==> config.mk <==
export PLATFORM = sky130hd
export DESIGN_NAME = tpl_way_match
export DESIGN_NICKNAME = d
export VERILOG_FILES = /design/src/rtl/tpl_pkg.sv /design/src/rtl/tpl_way_match.sv
export SDC_FILE = /design/constraint.sdc
export NUM_CORES = 1
export LEC_CHECK = 0
export BUFFER_PORTS_ARGS = -buffer_cell sky130_fd_sc_hd__buf_2
export CAP_MARGIN = 10
export CELL_PAD_IN_SITES_DETAIL_PLACEMENT = 0
export CELL_PAD_IN_SITES_GLOBAL_PLACEMENT = 1
export CORE_AREA = 2 2 216 218
export DETAILED_ROUTE_END_ITERATION = 6
export DIE_AREA = 0 0 218 220
export GPL_TIMING_DRIVEN = 0
export PLACE_DENSITY_LB_ADDON = 0.1
export SLEW_MARGIN = 20
export SYNTH_ARGS = -nofsm -noshare
export SYNTH_HDL_FRONTEND = slang
export SYNTH_SLANG_ARGS = --single-unit
==> constraint.sdc <==
create_clock -name vclk -period 3.01
set_input_delay 0.1505 -clock vclk [all_inputs]
set_output_delay 0.1505 -clock vclk [all_outputs]
set_load 0.1 [all_outputs]
==> src/rtl/tpl_pkg.sv <==
package tpl_pkg;

  localparam int WAYS    = 16;
  localparam int SETS    = 64;
  localparam int TAG_W   = 32;
  localparam int WAY_W   = $clog2(WAYS);
  localparam int SET_W   = $clog2(SETS);
  localparam int FILL_W  = $clog2(WAYS + 1);
  localparam int NODE_W  = $clog2(WAYS - 1);

  typedef logic [WAYS-2:0]             tree_t;
  typedef logic [WAYS-1:0][TAG_W-1:0]  tag_row_t;

  typedef struct packed {
    logic [FILL_W-1:0] fill;
    tree_t             tree;
  } meta_t;

  typedef struct packed {
    logic             hit;
    logic [WAY_W-1:0] way;
  } match_t;

  typedef enum logic [1:0] {
    KIND_ACCESS = 2'd0,
    KIND_INSERT = 2'd1,
    KIND_QUERY  = 2'd2
  } kind_t;

  typedef enum logic {
    ST_IDLE,
    ST_LOOK
  } state_t;

  // Follow the direction bits from the root; way bits settle MSB first.
  function automatic logic [WAY_W-1:0] victim_of(tree_t t);
    logic [WAY_W-1:0]  w;
    logic [NODE_W-1:0] n;
    w = '0;
    for (int l = 0; l < WAY_W; l++) begin
      n = NODE_W'((1 << l) - 1) + NODE_W'(w >> (WAY_W - l));
      w[WAY_W-1-l] = t[n];
    end
    return w;
  endfunction

  // Point every node on the way's path away from it.
  function automatic tree_t touch(tree_t t, logic [WAY_W-1:0] w);
    tree_t             r;
    logic [NODE_W-1:0] n;
    r = t;
    for (int l = 0; l < WAY_W; l++) begin
      n = NODE_W'((1 << l) - 1) + NODE_W'(w >> (WAY_W - l));
      r[n] = ~w[WAY_W-1-l];
    end
    return r;
  endfunction

endpackage

==> src/rtl/tpl_way_match.sv <==
module tpl_way_match (
  input  tpl_pkg::tag_row_t          row,
  input  logic [tpl_pkg::FILL_W-1:0] fill,
  input  logic [tpl_pkg::TAG_W-1:0]  tag,
  output tpl_pkg::match_t            res
);

  // Compare filled ways only; the highest match wins.
  always_comb begin
    res = '0;
    for (int w = 0; w < tpl_pkg::WAYS; w++) begin
      if ((tpl_pkg::FILL_W'(w) < fill) && (row[w] == tag)) begin
        res.hit = 1'b1;
        res.way = tpl_pkg::WAY_W'(w);
      end
    end
  end

endmodule

==> metrics.md, run 1 <==
| Metric | Value |
|---|---|
| Outcome | complete, no violations |
| Largest net degree at the start of global routing | 17 |
| Die width | 218 um |
| DP Area | 9847 um2 |
| FF+latch count | 0 |
| I/O Buffers | 518 |
| Number of global-route vias before repair | 8,713 |
| Die height | 220 um |
| ANT nets after route | 0 |
| GRT Total Usage | 0.2217 |
| Setup TNS | 0 ns |
| Area grow syn2layout | 58.33% |
| Initial Utilization | 0.1410 |
| First-pass GRT wire length | 71.65 mm |
| Minimum clock period | 2.922 ns |
| Worst setup SP type | input port |
| Pins Over Slew Limit | 0 |
| Final setup viols | 0 |
| Crit path required time | 2.86 ns |
| GR Layer Usage met3 | 0.06197 |
| Hold WC Path Type | input port to output pin |
| Yosys warning count | 0 |
| Top Usage Layer GRT | met2 |
| Leakage Power | 0.004516 uW |
| Max Cap Violations | 0 |
| Initial DRC count | 202 |
| Vias per std cell | 4.039 |
| TritonRoute pass-1 iters | 4 |
| Layout Nets | 1,876 |
| Fraction of layout cells with a size suffix above 1 | 0.4747 |
| Unrepaired setup endpoints after global routing | yes |
| Core area | 45,860 um2 |
| Crit-path max FO | 7 |
| Met1 usage | 0.2525 |
| WL/cell | 28.58 um |
| GRT overflow | 0 |
| Post-Place Setup Slack | -1.103 ns |
| Placer congestion estimate | 0.8262 |
| Distinct cells, synth | 42 |
| Final Worst Setup Slack | 0.08841 ns |
| # rows | 79 |
| Post-route cell area | 10,240 um2 |
| IO Count | 554 |
| Routed via count | 7,848 |
| Worst setup EP type | output pin |
| Cells after Synth | 805 |
| DP Wirelength | 46.49 mm |
| Worst EP arrival | 2.77 ns |
| DR DRC count | 0 |
| Synth Net Count | 1,354 |
| Initial antenna violation count | 29 |
| Avg Synthesized Cell Area | 8.034 um2 |
| Total power | 1496 uW |
| Routed wire length | 55.54 mm |
| Clock buffers | 0 |
| Fmax achieved | 342.3 MHz |
| VDD IR max | 0.00009055 V |
| Reg area | 0 um2 |
| PwrDens | 146.1 nW/um2 |
| Final worst-path cycle share | 0.9706 |
| Synthesized area | 6467 um2 |
| Final Hold Fails | 0 |
| Crit Path Class | input port to output pin |
| Register area share after synthesis | 0 |
| GRT met2 Usage | 0.4125 |
| Worst Tran Pin Value | 0.6530 ns |
| Relative slew slack | 0.5632 |
| Die area | 47,960 um2 |
where the power goes:
part / switching (uW) / internal [uW] / leakage (uW)
logic: 798 / 698 / 0.00452
clock network: 0 / 0.000490 / 0.0000000697
registers: 0 / 0 / 0
cells by family after synthesis:
kind of cell    share of synthesized area
compound gates                    0.02883
xor+xnor                           0.6945
buf+inv                           0.08686
simple gates                       0.1898
final timing paths:
| check | from | end | slack, ns | cells past startpoint |
|---|---|---|---|---|
| setup / recovery | tag[9] | res[2] | 0.09 | 9 |
| hold / removal | row[502] | res[0] | 0.97 | 6 |
per-stage QoR:
step | utilization | cells | hold WS [ns]
5_1_grt | 0.2230 | 1938 | 0.9988
3_5_place_dp | 0.2147 | 1930 | 1.169
2_1_floorplan | - | 805 | 0.9045
6_report | 0.2233 | 1943 | 0.9731
3_3_place_gp | 0.2144 | 1930 | 1.160
4_1_cts | 0.2212 | 1932 | 0.9905
per-layer routing:
metal | up-vias | routed length [um]
met5 | - | 222
met4 | 36 | 1103
met3 | 68 | 4299
met2 | 374 | 27770
met1 | 3589 | 22150
li1 | 3781 | -
area by class of cell:
cell class	count	area [um2]
diodes	11	27.53
multi-input cells	732	6188
repair buffers	521	2639
plain buffers	67	606.8
well taps	607	759.5
inverters	5	18.77
fillers	5350	35620
repair_timing:
action | CTS | global route
hold buffers | 0 | 0
setup endpoints to repair | 5 | 5
buffers inserted | 3 | 0
gates resized for setup | 52 | 14
pin swaps | 9 | 9
cells in the mapped netlist (all sizes together), types with 5 or more instances:
library cell    n  share of area
xor2          298           0.40
xnor2         214           0.29
o2111ai         5         0.0077
nand3          12         0.0093
nand4          64          0.064
inv             5         0.0029
buf            66          0.083
nand2           7         0.0052
nor4           82          0.085
a21oi           8         0.0062
nor3           16          0.013
nor2            6         0.0035
cell usage in the layout (no fill, tap or decap), types with 2 or more instances in the layout:
cell type and count:
a21oi_1 8, buf_12 3, buf_2 526, buf_4 27, buf_6 23, buf_8 4
clkbuf_4 3, diode_2 11, inv_1 5, nand2_1 6, nand2b_1 2, nand3_1 12
nand4_1 62, nand4_2 2, nor2_1 6, nor3_1 13, nor3_2 3, nor4_1 55
nor4_2 16, nor4_4 11, o2111ai_1 3, o2111ai_2 2, xnor2_1 212, xnor2_2 2
xor2_1 298
critical path, stage by stage:
cell and delay, ns:
buf_2 0.20, xor2_1 0.20, nor4_2 0.52, nand4_1 0.26, or4_1 0.55, nor3_2 0.31
nor4_1 0.14, o21ai_1 0.12, buf_4 0.32
Note: power is estimated with default switching activity, not from simulation.
==> run 2: changes to the inputs <==
CELL_PAD_IN_SITES_DETAIL_PLACEMENT = 1   (was 0)
CELL_PAD_IN_SITES_GLOBAL_PLACEMENT = 2   (was 1)
CORE_AREA = 2 2 213 215   (was 2 2 216 218)
DIE_AREA = 0 0 215 217   (was 0 0 218 220)
==> run 2 against run 1 <==
  * Non-clock buffer count is 4 higher
  * First-iteration DRC count increased by 26%
  * Fmax increased by 1.4%
  * Clock-buffer cell count did not move
  * Combinational power about the same
  * Core utilization increased by 1.0 points
  * Die area is 2.7% lower
  * Critical path depth rose by 3
  * Global-route usage grew 0.73 points
  * Worst setup slack better by 0.042 ns
  * Design area increased by 2.0%
  * Via count increased by 2.2%
  * Largest power group unchanged
==> metrics.md, run 2 (same netlist as run 1, synthesis figures left out) <==
| Metric | Value |
|---|---|
| Outcome | complete, no violations |
| Placer congestion estimate | 0.8245 |
| Reg area | 0 um2 |
| Clock buffers | 0 |
| I/O Buffers | 518 |
| Cts hold-fix bufs | 0 |
| Max Cap Violations | 0 |
| Hold slack | 0.9557 ns |
| DP Wirelength | 46.41 mm |
| DR DRC count | 0 |
| Post-Place Setup Slack | -0.9784 ns |
| Worst path max stage delay | 0.44 ns |
| Met1 Routed Length | 22.26 mm |
| FF+latch count | 0 |
| Most Frequent Cell on Critical Path | buf_12 |
| Minimum clock period | 2.880 ns |
| Top layer in use | met5 |
| Layout Nets | 1,880 |
| Largest net degree at the start of global routing | 11 |
| Die area | 46,660 um2 |
| Final setup viols | 0 |
| VDD IR max | 0.00007843 V |
| Initial Utilization | 0.1447 |
| # rows | 78 |
| Hold WC Path Type | input port to output pin |
| GRT overflow | 0 |
| Initial antenna violation count | 27 |
| First-pass GRT wire length | 73.69 mm |
| Worst EP arrival | 2.73 ns |
| Unrepaired setup endpoints after global routing | no |
| Area grow syn2layout | 61.56% |
| ANT nets after route | 0 |
| Worst Tran Pin Value | 0.6123 ns |
| Critical-path top delay cell | nor4_4 |
| Critical path, cell by cell | buf_12 -> buf_12 -> xnor2_4 -> nand4_1 -> nor4_4 -> nand4_1 -> nor4_4 -> nor2_1 -> a21oi_2 -> nor2_4 -> o31ai_4 -> buf_12 |
| Crit path required time | 2.86 ns |
| Number of global-route vias before repair | 9,017 |
| Fmax achieved | 347.2 MHz |
| Fill count | 5,524 |
| Non-filler instance count after layout | 1,940 |
| Vias per std cell | 4.135 |
| Die width | 215 um |
| Met2 WL | 28.46 mm |
| Final Worst Setup Slack | 0.1300 ns |
| Core area | 44,700 um2 |
| Final Hold Fails | 0 |
| Die height | 217 um |
| Pins Over Slew Limit | 0 |
| Placed Instances | 1,923 |
| Metal3 WL | 3.974 mm |
| Initial DRC count | 255 |
| Final worst-path cycle share | 0.9568 |
| Crit-path max FO | 7 |
| Crit Path Class | input port to output pin |
| Worst setup SP type | input port |
| Leakage Power | 0.004638 uW |
| PwrDens | 144.0 nW/um2 |
| WL/cell | 28.55 um |
| Most frequent cells in the layout | buf_2 (524), xor2_1 (298), xnor2_1 (206) |
| DP Area | 9826 um2 |
| IO Count | 554 |
| Commonest non-fill, non-tap cell in the layout | buf_2 |
| Post-route cell area | 10,450 um2 |
| Relative slew slack | 0.5880 |
| Setup TNS | 0 ns |
| Routed wire length | 55.39 mm |
| Routed via count | 8,022 |
| Worst setup EP type | output pin |
| Fraction of layout cells with a size suffix above 1 | 0.4838 |
| TritonRoute pass-1 iters | 4 |
| GRT Total Usage | 0.2290 |
==> run 2: changes by cell type in the layout (fill, tap and decap cells not counted), sizes merged <==
cell    before  now
clkbuf       5    7
buf        583  585
==> run 2: per-layer routing <==
layer | track usage | vias up
li1 | - | 3785
met1 | 0.2668 | 3797
met2 | 0.4352 | 361
met3 | 0.05898 | 51
met4 | 0.01678 | 28
met5 | 0 | -
==> run 2: critical path, delay by kind of cell <==
kind	cells	cell delay [ns]
simple gates	6	1.49
buf+inv	3	0.49
compound gates	2	0.40
xor+xnor	1	0.17
==> run 2: cell type report <==
class                           instances  area (um2)  share of cell area
Multi-Input combinational cell        732        6291              0.6021
Tap cell                              600       750.7             0.07185
Buffer                                 68       656.9             0.06287
Inverter                                5       18.77            0.001796
Timing Repair Buffer                  524        2704              0.2588
Antenna cell                           11       27.53            0.002634
==> run 2: path summary, 6_finish.rpt <==
check	from	end	slack, ns	cells after the start
setup / recovery	tag[28]	res[1]	0.13	12
hold / removal	row[504]	res[0]	0.96	6
==> run 2: what timing repair did <==
action	in CTS	in global routing
resized for setup	76	30
pin swaps	13	13
buffers inserted	4	2
endpoints found under the hold margin	0	0
endpoints found under the setup margin	5	5
==> run 2: where the power goes <==
part            leakage, uW  internal [uW]  total (uW)  switching (uW)
Sequential                0              0           0               0
Clock          0.0000000697       0.000489    0.000490               0
Combinational       0.00464            714        1500             791
Total               0.00464            714        1500             791
==> run 2: stage by stage <==
| step | power (uW) | util |
|---|---|---|
| floorplan | 757.3 | - |
| global placement | 1442 | 0.2198 |
| detailed placement | 1461 | 0.2198 |
| CTS | 1522 | 0.2294 |
| global route | 1640 | 0.2334 |
| finish | 1505 | 0.2338 |
